===== src/joystick_axis_scaler_deadzone_macros.svh =====
// Assertion macros for the joystick axis scaler.
// Used by the top level; no other dependencies.
`ifndef JOYSTICK_AXIS_SCALER_DEADZONE_MACROS_SVH
`define JOYSTICK_AXIS_SCALER_DEADZONE_MACROS_SVH

// Same-cycle implication, disabled during reset.
`define JASD_ASSERT_IMP(label, clk, rst, ante, cons, msg) \
  label: assert property (@(posedge clk) disable iff (rst) (ante) |-> (cons)) \
    else $error(msg);

// Next-cycle implication, disabled during reset.
`define JASD_ASSERT_NXT(label, clk, rst, ante, cons, msg) \
  label: assert property (@(posedge clk) disable iff (rst) (ante) |=> (cons)) \
    else $error(msg);

`endif


===== src/jasd_pkg.sv =====
// Shared types and constants for the joystick axis scaler.
// No dependencies.
`timescale 1ns / 1ps
`default_nettype none

package jasd_pkg;

  // Quotient bits resolved by the divider, one per pipeline stage.
  localparam int QBITS = 7;
  // Lane depth: setup stage, divider stages, clamp stage.
  localparam int PIPE_STAGES = QBITS + 2;

  localparam logic [7:0] PCT_MAX = 8'd100;

  localparam int DIR_UP_BIT     = 0;
  localparam int DIR_DOWN_BIT   = 1;
  localparam int DIR_LEFT_BIT   = 2;
  localparam int DIR_RIGHT_BIT  = 3;
  localparam int DIR_CENTRE_BIT = 4;
  localparam int LED_BUTTON_BIT = 7;

  localparam int ADDR_W = 5;

  typedef enum logic [2:0] {
    REG_X_CENTRE  = 3'd0,
    REG_Y_CENTRE  = 3'd1,
    REG_X_LOWEST  = 3'd2,
    REG_X_HIGHEST = 3'd3,
    REG_Y_LOWEST  = 3'd4,
    REG_Y_HIGHEST = 3'd5,
    REG_DEAD_BAND = 3'd6
  } reg_idx_t;

  // Per-item flags that ride along the divider stages.
  typedef struct packed {
    logic zspan;   // span is zero
    logic pos;     // offset above centre
    logic negoff;  // offset below centre
    logic neg;     // quotient sign
  } axis_flags_t;

  typedef struct packed {
    logic signed [7:0] x_percent;
    logic signed [7:0] y_percent;
    logic [4:0]        direction_mask;
    logic              pressed;
    logic [7:0]        led_byte;
  } result_t;

endpackage

`default_nettype wire


===== src/jasd_if.sv =====
// Stream interfaces for joystick samples in and scaled reports out.
// No dependencies.
`timescale 1ns / 1ps
`default_nettype none

interface jasd_in_if #(parameter int SAMPLE_BITS = 10) ();
  logic                   valid;
  logic                   ready;
  logic [SAMPLE_BITS-1:0] x_sample;
  logic [SAMPLE_BITS-1:0] y_sample;
  logic                   button_pin;

  modport source(output valid, x_sample, y_sample, button_pin, input ready);
  modport sink(input valid, x_sample, y_sample, button_pin, output ready);
endinterface

interface jasd_out_if ();
  logic              valid;
  logic              ready;
  logic signed [7:0] x_percent;
  logic signed [7:0] y_percent;
  logic [4:0]        direction_mask;
  logic              pressed;
  logic [7:0]        led_byte;

  modport source(output valid, x_percent, y_percent, direction_mask, pressed, led_byte,
                 input ready);
  modport sink(input valid, x_percent, y_percent, direction_mask, pressed, led_byte,
               output ready);
endinterface

`default_nettype wire


===== src/jasd_cfg_regs.sv =====
// APB-style calibration register bank.
// Depends on jasd_pkg.
`timescale 1ns / 1ps
`default_nettype none

module jasd_cfg_regs #(
  parameter int SAMPLE_BITS = 10
) (
  input  logic                        clk,
  input  logic                        rst,
  input  logic                        psel,
  input  logic                        penable,
  input  logic                        pwrite,
  input  logic [jasd_pkg::ADDR_W-1:0] paddr,
  input  logic [31:0]                 pwdata,
  output logic [31:0]                 prdata,
  output logic                        pready,
  output logic [SAMPLE_BITS-1:0]      x_centre_value,
  output logic [SAMPLE_BITS-1:0]      y_centre_value,
  output logic [SAMPLE_BITS-1:0]      x_lowest_value,
  output logic [SAMPLE_BITS-1:0]      x_highest_value,
  output logic [SAMPLE_BITS-1:0]      y_lowest_value,
  output logic [SAMPLE_BITS-1:0]      y_highest_value,
  output logic [SAMPLE_BITS-1:0]      dead_band
);

  logic                   wr;
  jasd_pkg::reg_idx_t     idx;
  logic [SAMPLE_BITS-1:0] wval;

  assign pready = 1'b1;
  assign wr     = psel && penable && pwrite;
  assign idx    = jasd_pkg::reg_idx_t'(paddr[jasd_pkg::ADDR_W-1:2]);
  assign wval   = pwdata[SAMPLE_BITS-1:0];

  always_ff @(posedge clk) begin
    if (rst) begin
      x_centre_value  <= SAMPLE_BITS'(512);
      y_centre_value  <= SAMPLE_BITS'(512);
      x_lowest_value  <= '0;
      x_highest_value <= SAMPLE_BITS'(1023);
      y_lowest_value  <= '0;
      y_highest_value <= SAMPLE_BITS'(1023);
      dead_band       <= SAMPLE_BITS'(50);
    end else if (wr) begin
      case (idx)
        jasd_pkg::REG_X_CENTRE:  x_centre_value  <= wval;
        jasd_pkg::REG_Y_CENTRE:  y_centre_value  <= wval;
        jasd_pkg::REG_X_LOWEST:  x_lowest_value  <= wval;
        jasd_pkg::REG_X_HIGHEST: x_highest_value <= wval;
        jasd_pkg::REG_Y_LOWEST:  y_lowest_value  <= wval;
        jasd_pkg::REG_Y_HIGHEST: y_highest_value <= wval;
        jasd_pkg::REG_DEAD_BAND: dead_band       <= wval;
        default: ;
      endcase
    end
  end

  always_comb begin
    case (idx)
      jasd_pkg::REG_X_CENTRE:  prdata = 32'(x_centre_value);
      jasd_pkg::REG_Y_CENTRE:  prdata = 32'(y_centre_value);
      jasd_pkg::REG_X_LOWEST:  prdata = 32'(x_lowest_value);
      jasd_pkg::REG_X_HIGHEST: prdata = 32'(x_highest_value);
      jasd_pkg::REG_Y_LOWEST:  prdata = 32'(y_lowest_value);
      jasd_pkg::REG_Y_HIGHEST: prdata = 32'(y_highest_value);
      jasd_pkg::REG_DEAD_BAND: prdata = 32'(dead_band);
      default:                 prdata = '0;
    endcase
  end

endmodule

`default_nettype wire


===== src/jasd_axis_lane.sv =====
// One axis lane: centre offset, span select, pipelined restoring divide, clamp.
// Depends on jasd_pkg.
`timescale 1ns / 1ps
`default_nettype none

module jasd_axis_lane #(
  parameter int SAMPLE_BITS = 10
) (
  input  logic                             clk,
  input  logic [jasd_pkg::PIPE_STAGES-1:0] en,
  input  logic [SAMPLE_BITS-1:0]           sample,
  input  logic [SAMPLE_BITS-1:0]           centre,
  input  logic [SAMPLE_BITS-1:0]           lowest,
  input  logic [SAMPLE_BITS-1:0]           highest,
  output logic signed [7:0]                percent
);

  localparam int N    = SAMPLE_BITS;
  localparam int QB   = jasd_pkg::QBITS;
  localparam int NUMW = N + QB;

  // Stage storage, one entry per divider stage plus the setup stage.
  logic [NUMW-1:0]       rem   [QB+1];
  logic [N-1:0]          den   [QB+1];
  logic [QB-1:0]         quo   [QB+1];
  logic                  sat   [QB+1];
  jasd_pkg::axis_flags_t flags [QB+1];

  // Setup: signed offset and span, magnitudes, scaled numerator.
  logic signed [N:0]     off;
  logic signed [N:0]     span;
  logic [N-1:0]          off_mag;
  logic [N-1:0]          span_mag;
  logic [NUMW-1:0]       num0;
  jasd_pkg::axis_flags_t flags0;

  always_comb begin
    off  = $signed({1'b0, sample}) - $signed({1'b0, centre});
    span = (off > 0) ? ($signed({1'b0, highest}) - $signed({1'b0, centre}))
                     : ($signed({1'b0, centre}) - $signed({1'b0, lowest}));
    off_mag  = off[N]  ? N'(-off)  : N'(off);
    span_mag = span[N] ? N'(-span) : N'(span);
    num0     = NUMW'(off_mag) * NUMW'(jasd_pkg::PCT_MAX);
    flags0.zspan  = (span == '0);
    flags0.pos    = (off > 0);
    flags0.negoff = off[N];
    flags0.neg    = off[N] ^ span[N];
  end

  always_ff @(posedge clk) begin
    if (en[0]) begin
      rem[0]   <= num0;
      den[0]   <= span_mag;
      quo[0]   <= '0;
      sat[0]   <= 1'b0;
      flags[0] <= flags0;
    end
  end

  // One quotient bit per stage, most significant first.
  for (genvar k = 1; k <= QB; k++) begin : g_div
    localparam int B = QB - k;
    logic [NUMW-1:0] shifted;
    logic            ge;
    logic [QB-1:0]   quo_next;
    logic            sat_next;

    always_comb begin
      shifted  = NUMW'(den[k-1]) << B;
      ge       = (rem[k-1] >= shifted);
      quo_next = quo[k-1];
      quo_next[B] = ge;
    end

    if (k == 1) begin : g_sat
      // Quotient of 128 or more clamps regardless of the low bits.
      assign sat_next = (rem[k-1] >= (NUMW'(den[k-1]) << QB));
    end else begin : g_hold
      assign sat_next = sat[k-1];
    end

    always_ff @(posedge clk) begin
      if (en[k]) begin
        rem[k]   <= ge ? (rem[k-1] - shifted) : rem[k-1];
        den[k]   <= den[k-1];
        quo[k]   <= quo_next;
        sat[k]   <= sat_next;
        flags[k] <= flags[k-1];
      end
    end
  end

  // Clamp and sign.
  logic [7:0]        mag;
  logic signed [7:0] percent_next;

  always_comb begin
    mag = (sat[QB] || (8'(quo[QB]) > jasd_pkg::PCT_MAX)) ? jasd_pkg::PCT_MAX : 8'(quo[QB]);
    if (flags[QB].zspan) begin
      if (flags[QB].pos) begin
        percent_next = jasd_pkg::PCT_MAX;
      end else if (flags[QB].negoff) begin
        percent_next = -jasd_pkg::PCT_MAX;
      end else begin
        percent_next = '0;
      end
    end else begin
      percent_next = flags[QB].neg ? -mag : mag;
    end
  end

  always_ff @(posedge clk) begin
    if (en[QB+1]) begin
      percent <= percent_next;
    end
  end

endmodule

`default_nettype wire


===== src/jasd_merge.sv =====
// Merge stage: deadzone direction mask, LED byte, result register.
// Depends on jasd_pkg.
`timescale 1ns / 1ps
`default_nettype none

module jasd_merge #(
  parameter int SAMPLE_BITS = 10
) (
  input  logic                   clk,
  input  logic                   en,
  input  logic signed [7:0]      x_percent,
  input  logic signed [7:0]      y_percent,
  input  logic                   pressed,
  input  logic [SAMPLE_BITS-1:0] dead_band,
  output jasd_pkg::result_t      res
);

  localparam int W = SAMPLE_BITS + 2;

  logic signed [W-1:0] xw;
  logic signed [W-1:0] yw;
  logic signed [W-1:0] ax;
  logic signed [W-1:0] ay;
  logic signed [W-1:0] dz;
  logic [4:0]          dir;
  logic [7:0]          led;

  always_comb begin
    xw  = W'(x_percent);
    yw  = W'(y_percent);
    dz  = $signed({2'b00, dead_band});
    ax  = xw[W-1] ? -xw : xw;
    ay  = yw[W-1] ? -yw : yw;
    dir = '0;
    if ((ax > dz) || (ay > dz)) begin
      dir[jasd_pkg::DIR_UP_BIT]    = (yw > dz);
      dir[jasd_pkg::DIR_DOWN_BIT]  = (yw < -dz);
      dir[jasd_pkg::DIR_RIGHT_BIT] = (xw > dz);
      dir[jasd_pkg::DIR_LEFT_BIT]  = (xw < -dz);
    end else begin
      dir[jasd_pkg::DIR_CENTRE_BIT] = 1'b1;
    end
    led = 8'(dir);
    led[jasd_pkg::LED_BUTTON_BIT] = pressed;
  end

  always_ff @(posedge clk) begin
    if (en) begin
      res.x_percent      <= x_percent;
      res.y_percent      <= y_percent;
      res.direction_mask <= dir;
      res.pressed        <= pressed;
      res.led_byte       <= led;
    end
  end

endmodule

`default_nettype wire


===== src/joystick_axis_scaler_deadzone.sv =====
// Top level of the joystick axis scaler with deadzone.
// Depends on jasd_pkg, jasd_if, jasd_cfg_regs, jasd_axis_lane, jasd_merge and the macros header.
//
//   port     role         handshake          payload
//   stick    sample in    valid / ready      x_sample, y_sample, button_pin
//   report   result out   valid / ready      x_percent, y_percent, direction_mask,
//                                             pressed, led_byte
//   apb      calibration  psel/penable/wr    7 registers at 4*i, pready tied high
//
// Throughput is one sample pair per cycle while the report side is ready. Each
// axis lane has a setup register (loaded at the transfer edge), seven divider
// stages (one quotient bit per stage) and a clamp register, and the merge
// register follows: ten registers in all.
// Reset (synchronous, active high) empties the pipeline and loads the calibration
// defaults. Every stage holds when its successor is full and held, so a stalled
// result fills the pipeline from the output end while bubbles still collapse.
`timescale 1ns / 1ps
`default_nettype none

`include "joystick_axis_scaler_deadzone_macros.svh"

module joystick_axis_scaler_deadzone #(
  parameter int SAMPLE_BITS = 10
) (
  input  logic                        clk,
  input  logic                        rst,
  jasd_in_if.sink                     stick,
  jasd_out_if.source                  report,
  input  logic                        psel,
  input  logic                        penable,
  input  logic                        pwrite,
  input  logic [jasd_pkg::ADDR_W-1:0] paddr,
  input  logic [31:0]                 pwdata,
  output logic [31:0]                 prdata,
  output logic                        pready
);

  localparam int PIPE = jasd_pkg::PIPE_STAGES;

  logic [SAMPLE_BITS-1:0] x_centre_value;
  logic [SAMPLE_BITS-1:0] y_centre_value;
  logic [SAMPLE_BITS-1:0] x_lowest_value;
  logic [SAMPLE_BITS-1:0] x_highest_value;
  logic [SAMPLE_BITS-1:0] y_lowest_value;
  logic [SAMPLE_BITS-1:0] y_highest_value;
  logic [SAMPLE_BITS-1:0] dead_band;

  // Calibration registers.
  jasd_cfg_regs #(.SAMPLE_BITS(SAMPLE_BITS)) u_cfg (
    .clk             (clk),
    .rst             (rst),
    .psel            (psel),
    .penable         (penable),
    .pwrite          (pwrite),
    .paddr           (paddr),
    .pwdata          (pwdata),
    .prdata          (prdata),
    .pready          (pready),
    .x_centre_value  (x_centre_value),
    .y_centre_value  (y_centre_value),
    .x_lowest_value  (x_lowest_value),
    .x_highest_value (x_highest_value),
    .y_lowest_value  (y_lowest_value),
    .y_highest_value (y_highest_value),
    .dead_band       (dead_band)
  );

  // Stage occupancy: stages 0..PIPE-1 are the lanes, stage PIPE is the result register.
  logic [PIPE:0] vld;
  logic [PIPE:0] adv;

  // A stage may load when it is empty or its contents move on this cycle.
  always_comb begin
    adv[PIPE] = !vld[PIPE] || report.ready;
    for (int i = PIPE - 1; i >= 0; i--) begin
      adv[i] = !vld[i] || adv[i+1];
    end
  end

  always_ff @(posedge clk) begin
    if (rst) begin
      vld <= '0;
    end else begin
      if (adv[0]) begin
        vld[0] <= stick.valid;
      end
      for (int i = 1; i <= PIPE; i++) begin
        if (adv[i]) begin
          vld[i] <= vld[i-1];
        end
      end
    end
  end

  assign stick.ready  = adv[0];
  assign report.valid = vld[PIPE];

  // Carry the button flag alongside the lanes.
  logic press_pipe [PIPE];

  for (genvar s = 0; s < PIPE; s++) begin : g_press
    always_ff @(posedge clk) begin
      if (adv[s]) begin
        press_pipe[s] <= (s == 0) ? !stick.button_pin : press_pipe[(s == 0) ? 0 : s - 1];
      end
    end
  end

  logic signed [7:0] x_pct;
  logic signed [7:0] y_pct;

  // X and Y lanes run side by side on the same stage enables.
  jasd_axis_lane #(.SAMPLE_BITS(SAMPLE_BITS)) u_lane_x (
    .clk     (clk),
    .en      (adv[PIPE-1:0]),
    .sample  (stick.x_sample),
    .centre  (x_centre_value),
    .lowest  (x_lowest_value),
    .highest (x_highest_value),
    .percent (x_pct)
  );

  jasd_axis_lane #(.SAMPLE_BITS(SAMPLE_BITS)) u_lane_y (
    .clk     (clk),
    .en      (adv[PIPE-1:0]),
    .sample  (stick.y_sample),
    .centre  (y_centre_value),
    .lowest  (y_lowest_value),
    .highest (y_highest_value),
    .percent (y_pct)
  );

  jasd_pkg::result_t res;

  // Combine both axes into the direction mask and LED byte; hold the result here.
  jasd_merge #(.SAMPLE_BITS(SAMPLE_BITS)) u_merge (
    .clk       (clk),
    .en        (adv[PIPE]),
    .x_percent (x_pct),
    .y_percent (y_pct),
    .pressed   (press_pipe[PIPE-1]),
    .dead_band (dead_band),
    .res       (res)
  );

  assign report.x_percent      = res.x_percent;
  assign report.y_percent      = res.y_percent;
  assign report.direction_mask = res.direction_mask;
  assign report.pressed        = res.pressed;
  assign report.led_byte       = res.led_byte;

  // Checks.
  logic pct_ok;
  logic led_ok;

  assign pct_ok = (report.x_percent <= 8'sd100) && (report.x_percent >= -8'sd100) &&
                  (report.y_percent <= 8'sd100) && (report.y_percent >= -8'sd100);
  assign led_ok = (report.led_byte[4:0] == report.direction_mask) &&
                  (report.led_byte[7] == report.pressed) && (report.led_byte[6:5] == 2'd0);

  `JASD_ASSERT_NXT(a_accept_fills, clk, rst, stick.valid && stick.ready, vld[0], "transfer in lost")
  `JASD_ASSERT_IMP(a_pct_range, clk, rst, report.valid, pct_ok, "percent outside clamp range")
  `JASD_ASSERT_IMP(a_centre_alone, clk, rst, report.valid && report.direction_mask[4], report.direction_mask[3:0] == 4'd0, "centre mixed with a direction")
  `JASD_ASSERT_IMP(a_led_match, clk, rst, report.valid, led_ok, "LED byte disagrees with mask or button")

endmodule

`default_nettype wire

===== src/flat_wrapper.sv =====
// flat-port wrapper written by rule: the top's interface ports become plain ports
module joystick_axis_scaler_deadzone_flat 
#(
  parameter int SAMPLE_BITS = 10
)
  (clk, rst, psel, penable, pwrite, paddr, pwdata, prdata, pready, stick_valid, stick_x_sample, stick_y_sample, stick_button_pin, stick_ready, report_valid, report_x_percent, report_y_percent, report_direction_mask, report_pressed, report_led_byte, report_ready);
  jasd_in_if #(.SAMPLE_BITS(SAMPLE_BITS)) stick_i ();
  jasd_out_if report_i ();
  input  logic clk;
  input  logic rst;
  input  logic psel;
  input  logic penable;
  input  logic pwrite;
  input  logic [jasd_pkg::ADDR_W-1:0] paddr;
  input  logic [31:0] pwdata;
  output logic [31:0] prdata;
  output logic pready;
  input wire logic [$bits(stick_i.valid)-1:0] stick_valid;
  input wire logic [$bits(stick_i.x_sample)-1:0] stick_x_sample;
  input wire logic [$bits(stick_i.y_sample)-1:0] stick_y_sample;
  input wire logic [$bits(stick_i.button_pin)-1:0] stick_button_pin;
  output wire logic [$bits(stick_i.ready)-1:0] stick_ready;
  output wire logic [$bits(report_i.valid)-1:0] report_valid;
  output wire logic [$bits(report_i.x_percent)-1:0] report_x_percent;
  output wire logic [$bits(report_i.y_percent)-1:0] report_y_percent;
  output wire logic [$bits(report_i.direction_mask)-1:0] report_direction_mask;
  output wire logic [$bits(report_i.pressed)-1:0] report_pressed;
  output wire logic [$bits(report_i.led_byte)-1:0] report_led_byte;
  input wire logic [$bits(report_i.ready)-1:0] report_ready;
  assign stick_i.valid = stick_valid;
  assign stick_i.x_sample = stick_x_sample;
  assign stick_i.y_sample = stick_y_sample;
  assign stick_i.button_pin = stick_button_pin;
  assign stick_ready = stick_i.ready;
  assign report_valid = report_i.valid;
  assign report_x_percent = report_i.x_percent;
  assign report_y_percent = report_i.y_percent;
  assign report_direction_mask = report_i.direction_mask;
  assign report_pressed = report_i.pressed;
  assign report_led_byte = report_i.led_byte;
  assign report_i.ready = report_ready;
  joystick_axis_scaler_deadzone #(.SAMPLE_BITS(SAMPLE_BITS)) u_core (.clk(clk), .rst(rst), .stick(stick_i), .report(report_i), .psel(psel), .penable(penable), .pwrite(pwrite), .paddr(paddr), .pwdata(pwdata), .prdata(prdata), .pready(pready));
endmodule

===== config.mk =====
export PLATFORM = sky130hd
export DESIGN_NAME = joystick_axis_scaler_deadzone_flat
export DESIGN_NICKNAME = d
export VERILOG_FILES = /design/src/jasd_pkg.sv /design/src/jasd_if.sv /design/src/jasd_cfg_regs.sv /design/src/jasd_axis_lane.sv /design/src/jasd_merge.sv /design/src/joystick_axis_scaler_deadzone.sv /design/src/flat_wrapper.sv
export VERILOG_INCLUDE_DIRS = /design/src /design/src/src
export SDC_FILE = /design/constraint.sdc
export NUM_CORES = 1
export LEC_CHECK = 0
export ABC_AREA = 1
export BUFFER_PORTS_ARGS = -buffer_cell sky130_fd_sc_hd__buf_2
export CAP_MARGIN = 20
export CORE_UTILIZATION = 36
export CTS_CLUSTER_SIZE = 8
export DETAILED_ROUTE_END_ITERATION = 16
export GPL_TIMING_DRIVEN = 0
export PLACE_DENSITY = 0.61
export SLEW_MARGIN = 20
export SYNTH_ARGS = -nofsm -noshare
export SYNTH_HDL_FRONTEND = slang
export SYNTH_HIERARCHICAL = 1
export SYNTH_SLANG_ARGS = --single-unit

===== constraint.sdc =====
create_clock -name clk -period 14.2 [get_ports clk]
set_input_delay 1.42 -clock clk [delete_from_list [all_inputs] [get_ports clk]]
set_output_delay 1.42 -clock clk [all_outputs]
set_load 0.03 [all_outputs]

# After elaboration in Yosys (flattened, before gate mapping)

Memory sizes are Yosys's and may differ from the RTL's.
Cells that the tools add are included.

Multiplexer cells: 53
Multipliers: 2
Bitwise gates (word level): 2
Eq/ne operators: 6
Order comparisons: 26
$add $sub $neg: 29
Reduce and logical (&&, ||, !) cells: 36

Operator list:

| cell                                                                 | number |
|---|---|
| 17-bit two-way mux                                                   | 14 |
| 10-bit case mux with 7 select lines                                  | 1 |
| 10-bit by 10-bit subtractor with 11-bit output                       | 6 |
| 8-bit two-way mux                                                    | 8 |
| 10-bit two-way mux                                                   | 4 |
| 10-bit negation                                                      | 4 |
| 17-bit by 10-bit greater-or-equal comparator with 1-bit output       | 2 |
| 17-bit by 11-bit greater-or-equal comparator with 1-bit output       | 2 |
| 17-bit by 12-bit greater-or-equal comparator with 1-bit output       | 2 |
| 17-bit by 13-bit greater-or-equal comparator with 1-bit output       | 2 |
| 17-bit by 14-bit greater-or-equal comparator with 1-bit output       | 2 |
| 17-bit by 15-bit greater-or-equal comparator with 1-bit output       | 2 |
| 17-bit by 16-bit greater-or-equal comparator with 1-bit output       | 2 |
| 17-bit greater-or-equal comparator                                   | 2 |
| 17-bit by 10-bit subtractor with 17-bit output                       | 2 |
| 17-bit by 11-bit subtractor with 17-bit output                       | 2 |
| 17-bit by 12-bit subtractor with 17-bit output                       | 2 |
| 17-bit by 13-bit subtractor with 17-bit output                       | 2 |
| 17-bit by 14-bit subtractor with 17-bit output                       | 2 |
| 17-bit by 15-bit subtractor with 17-bit output                       | 2 |
| 17-bit by 16-bit subtractor with 17-bit output                       | 2 |
| 10-bit by 5-bit multiplier with 15-bit output, second input constant | 2 |
| 12-bit by 11-bit greater-than comparator with 1-bit output           | 2 |
| 8-bit by 12-bit less-than comparator with 1-bit output               | 2 |
| other kinds (21)                                                     | 81 |

Flip-flop bits (word level): 124
Logic and storage cells: 189
Memories kept: 11
Input bits: 65
Memory bits (writable): 633
Output and inout port bits: 65

Memory list:

| name                | words | width | read ports | clocked after Yosys merged registers in | wr ports | line                 | source |
|---|---|---|---|---|---|---|---|
| u_core.u_lane_x.rem | 8     | 17    | 7          | 0                                       | 8        | jasd_axis_lane.sv:23 | `logic [NUMW-1:0] rem [QB+1];` |
| u_core.u_lane_y.rem | 8     | 17    | 7          | 0                                       | 8        | jasd_axis_lane.sv:23 |  |
| u_core.u_lane_x.den | 8     | 10    | 7          | 0                                       | 8        | jasd_axis_lane.sv:24 | `logic [N-1:0] den [QB+1];` |
| u_core.u_lane_y.den | 8     | 10    | 7          | 0                                       | 8        | jasd_axis_lane.sv:24 |  |
| u_core.u_lane_x.quo | 8     | 7     | 8          | 0                                       | 8        | jasd_axis_lane.sv:25 | `logic [QB-1:0] quo [QB+1];` |
| u_core.u_lane_y.quo | 8     | 7     | 8          | 0                                       | 8        | jasd_axis_lane.sv:25 |  |
| +5 memories         | --    | --    | --         | --                                      | --       | --                   |  |

# Logic depth before layout (Yosys ltp)

Word-level depth: 13
Depth in mapped cells: 34
Gate-level depth less buffers: 33

# Hierarchy

The synthesis kept the hierarchy.

By module, submodules not included:

| module                           | sequential area each (um^2) | cells an instance | area each (um^2) | times used |
|---|---|---|---|---|
| jasd_axis_lane (u_core.u_lane_x) | 7,537.2                     | 1,541             | 15,150.8         | 1 |
| jasd_axis_lane (u_core.u_lane_y) | 7,537.2                     | 1,505             | 15,031.9         | 1 |
| jasd_cfg_regs                    | 1,401.3                     | 564               | 3,762.4          | 1 |
| jasd_merge                       | 660.6                       | 372               | 2,800.2          | 1 |
| joystick_axis_scaler_deadzone    | 470.5                       | 55                | 674.4            | 1 |

# Worst setup path before layout

OpenSTA, ideal clock, no wires.

Path type: input to register
From: in stick_x_sample[0]
To: mem u_core/u_lane_x/rem[0][15] (netlist name), data pin
Stages: 31
Buffers on the path: 1
Setup time: 257 ps
Arrival: 5,754 ps
Data required time: 13,943 ps
Setup slack: 8,189 ps
Path through: inv_1 ha_1 inv_1 fa_1 nand2_1 nand2_1 nand3_1 nand2_1 nand2_1 nand2_1 nand2_1 nand2_1 buf_4 nor2_1 xor2_1 ha_1 ha_1 inv_1 fa_1 inv_1 ha_1 a21o_1 a31oi_1 o21ai_0 nand2_1 nand2_1 a21oi_1 nor2_1 o21ai_0 nand2_1 xor2_1

RTL lines:

| element         | line                 | source |
|---|---|---|
| start, declared | flat_wrapper.sv:19   | `input wire logic [$bits(stick_i.x_sample)-1:0] stick_x_sample;` |
| end, declared   | jasd_axis_lane.sv:23 |  |

==> flow_metrics.env <==
export IMPL_holdPathStages=0
export IMPL_rsz0062_at_grt="no"
export IMPL_ir_drop_v=0.0000975
export IMPL_synth_warnings=6
export IMPL_slew_headroom_pct=36.3
export IMPL_path_depth=35
export IMPL_cts_buffers=86
export IMPL_start_kind="input pin"
export IMPL_fmax_mhz=164
export IMPL_cp_required_ns=14.57
export IMPL_avgSynthCellArea_um2=9.27
export IMPL_final_core_util_pct=41.2
export IMPL_synthToLayoutAreaGrowth_pct=12.8
export IMPL_async_flop_share_pct=0
export IMPL_cts_hold_buf=0
export IMPL_syn_inst=4037
export IMPL_clock_sinks=613
export IMPL_pin_count=130
export IMPL_finalNonFillerCells=5628
export IMPL_grt_pass1_vias=25800
export IMPL_drc=0
export IMPL_slowest_delay_ns=0.51
export IMPL_worstSetupEndpointType="register"
export IMPL_num_rows=117
export IMPL_worstSetupPathType="input pin to register"
export IMPL_wl_per_cell_um=14.6
export IMPL_grt_max_degree=60
export IMPL_grtUsageTotal_pct=15.5
export IMPL_final_max_slew_viol_count=0
export IMPL_die_w_um=324
export IMPL_coreArea_um2=102000
export IMPL_start_util_pct=36.5
export IMPL_drt_pass1_iterations=6
export IMPL_p_leak_nw=19.0
export IMPL_synth_distinct_cells=69
export IMPL_finalSetupTns_ns=0
export IMPL_die_area_um2=105000
export IMPL_synth_ff_type="edfxtp_1"
export IMPL_cts_tree="built"
export IMPL_crit_path_max_fanout=10
export IMPL_worstPathArrival_ns=6.48
export IMPL_fp_dieH_um=324
export IMPL_clk_latency_ns=0.63
export IMPL_final_min_clock_period_ns=6.11
export IMPL_path_clk_slew_ns=0.05
export IMPL_cts_root_buffer="clkbuf_16"
export IMPL_outcome="finished clean"
export IMPL_cellPowerDensity_nw_per_um2=202
export IMPL_hpwl_mm=65.2
export IMPL_synth_edf_count=533
export IMPL_clockBufferDepth=3
export IMPL_timing_final_crit_share_pct=43.0
export IMPL_drv_cap=0
export IMPL_cpMostUsedCell="nand2_1"
export IMPL_final_nets=4685
export IMPL_synth_area_um2=37400
export IMPL_crit_path_top_delay_cell="fa_1"
export IMPL_tightest_slew_ns=0.953
export IMPL_cpLargestDelayFamily="adder cells"
export IMPL_seq_area_frac_synth_pct=47.1
export IMPL_ys_seq_elements=613
export IMPL_viasPerCell=4.76
export IMPL_fill_cells=10100
export IMPL_htree_levels=3
export IMPL_grt_pass1_wl_mm=133
export IMPL_num_vias=26800
export IMPL_place_gp_congestion=0.943
export IMPL_n_antenna_cell=0
export IMPL_cts_resized=0
export IMPL_setup_violations=0
export IMPL_final_antenna_net_count=0
export IMPL_portBuffers=77
export IMPL_drive_gt1_share_pct=9.15
export IMPL_grt_overflow=0
export IMPL_antenna_found_initial=0
export IMPL_postRouteWirelength_mm=82.3
export IMPL_place_inst=5515
export IMPL_rr_worst_depth=33
export IMPL_worst_hold_path_type="register to register"
export IMPL_skew_ns=0.0273
export IMPL_drt_initial_drc_count=1578
export IMPL_post_cts_setup_buffer_count=0
export IMPL_hold_viol_final=0
export IMPL_path_buf_inv=8
==> cell usage after synthesis (11+ instances only) <==
master      n  share of area (%)
a21o_1     15               0.30
a21oi_1   229                3.1
buf_2      23               0.31
buf_4      36               0.72
clkbuf_1   20               0.20
dfxtp_1    80                4.3
edfxtp_1  533                 43
fa_1       28                1.5
ha_1      357                 12
inv_1     584                5.9
inv_2      28               0.28
nand2_1   776                7.8
nand2_2    27               0.45
nand3_1   201                2.7
nand3_2    13               0.35
nand3b_1   17               0.34
nand4_1    68                1.1
nor2_1    337                3.4
nor2_2     11               0.18
nor2_4     14               0.42
nor3_1     41               0.55
nor4_1     21               0.35
o211ai_1   12               0.24
o21ai_0   201                2.7
o21ai_1    18               0.24
or2_2      12               0.20
xnor2_1    64                1.5
xor2_1    142                3.3
==> stage by stage <==
step	hold WS [ns]	worst slack [ns]	total power, mW	cell area [um^2]
2_1_floorplan	0.400	8.19	5.84	37500
3_3_place_gp	0.402	6.57	6.63	39600
3_5_place_dp	0.405	7.38	6.71	39800
4_1_cts	0.394	8.05	8.58	42200
5_1_grt	0.411	7.65	9.22	42200
6_report	0.394	8.09	8.51	42200
==> report_power, final <==
group          leakage (nW)  internal, mW  total [mW]  switching (mW)
logic                  11.5          1.42        3.50            2.08
clock network          1.15          1.10        1.83           0.735
registers              6.31          2.81        3.18           0.367
total                  19.0          5.32        8.51            3.18
==> layout make-up <==
cell class / count / area, um^2 / share of cell area [%]
well taps: 1368 / 1710 / 4.06
clock buffers: 106 / 2240 / 5.30
flip-flops and latches: 613 / 17600 / 41.7
clock inverters: 7 / 155 / 0.368
multi-input cells: 2736 / 17000 / 40.3
inverters: 621 / 2350 / 5.56
repair buffers: 84 / 548 / 1.30
plain buffers: 93 / 587 / 1.39
==> per-layer routing <==
metal	global-route usage, %	wire, um	up-vias
li1	-	-	13900
met1	20.5	38400	12300
met2	26.3	38600	444
met3	2.24	3260	129
met4	4.56	1950	0
met5	0	0	-
==> logic make-up (layout without fill, tap and decap cells) <==
family,count (synthesis),in the layout,synth area share (%)
other cells,3,29,0.0301
xor+xnor,206,206,4.82
simple gates,1565,1565,18.7
mux,2,2,0.0602
fa+ha+maj,385,385,13.4
compound gates,549,549,8.10
flops,613,613,47.1
buf+inv,714,911,7.82
==> registers in the layout, indices dropped and copies added, names as in the netlist, 22 cells and up <==
register               count
u_core/u_lane_y/rem      106
u_core/u_lane_x/rem      106
u_core/u_lane_y/flags     32
u_core/u_lane_y/den       70
u_core/u_lane_x/flags     32
u_core/u_merge/res        22
u_core/u_lane_x/den       70
u_core/u_lane_y/quo       28
u_core/u_lane_x/quo       28
==> path summary, 6_finish.rpt <==
path	end	slack (ns)	start
worst max-delay path	u_core/u_lane_y/rem[0][16]$_DFFE_PP_	8.09	stick_y_sample[0]
worst min-delay path	u_core/u_lane_y/quo[0][26]$_DFFE_PP_	0.39	u_core/u_lane_y/quo[0][19]$_DFFE_PP_
worst min register to register	u_core/u_lane_y/quo[0][26]$_DFFE_PP_	0.39	u_core/u_lane_y/quo[0][19]$_DFFE_PP_
worst max register to register	u_core/u_lane_y/rem[0][16]$_DFFE_PP_	8.37	u_core/u_cfg/y_centre_value[0]$_SDFFE_PP0P_
==> cells in the final DEF, fill, tap and decap left out, types with 14 or more instances in the layout <==
| cell type | n |
|---|---|
| nand3_1 | 201 |
| nand4_1 | 68 |
| nor3_1 | 41 |
| xnor2_1 | 64 |
| nand3b_1 | 17 |
| edfxtp_1 | 533 |
| ha_1 | 357 |
| dfxtp_1 | 80 |
| o21ai_1 | 18 |
| nand2_1 | 774 |
| buf_2 | 100 |
| nor2_1 | 337 |
| clkbuf_16 | 86 |
| o21ai_0 | 201 |
| buf_4 | 36 |
| a21o_1 | 15 |
| xor2_1 | 142 |
| nand2_2 | 27 |
| nor4_1 | 21 |
| inv_1 | 581 |
| inv_2 | 29 |
| conb_1 | 29 |
| nor2_4 | 14 |
| fa_1 | 28 |
| clkbuf_1 | 39 |
| a21oi_1 | 229 |
==> worst register-to-register path: cells and delay by family (launching register included) <==
kind | cells | cell delay, ns
adder cells (fa/ha/maj) | 6 | 2.07
buffers and inverters | 6 | 0.63
XOR/XNOR | 2 | 0.39
flip-flops | 1 | 0.61
AND/OR/NAND/NOR | 15 | 1.25
AO/OA/AOI/OAI | 4 | 0.65
No activity file was read; power rests on OpenSTA's default activity.
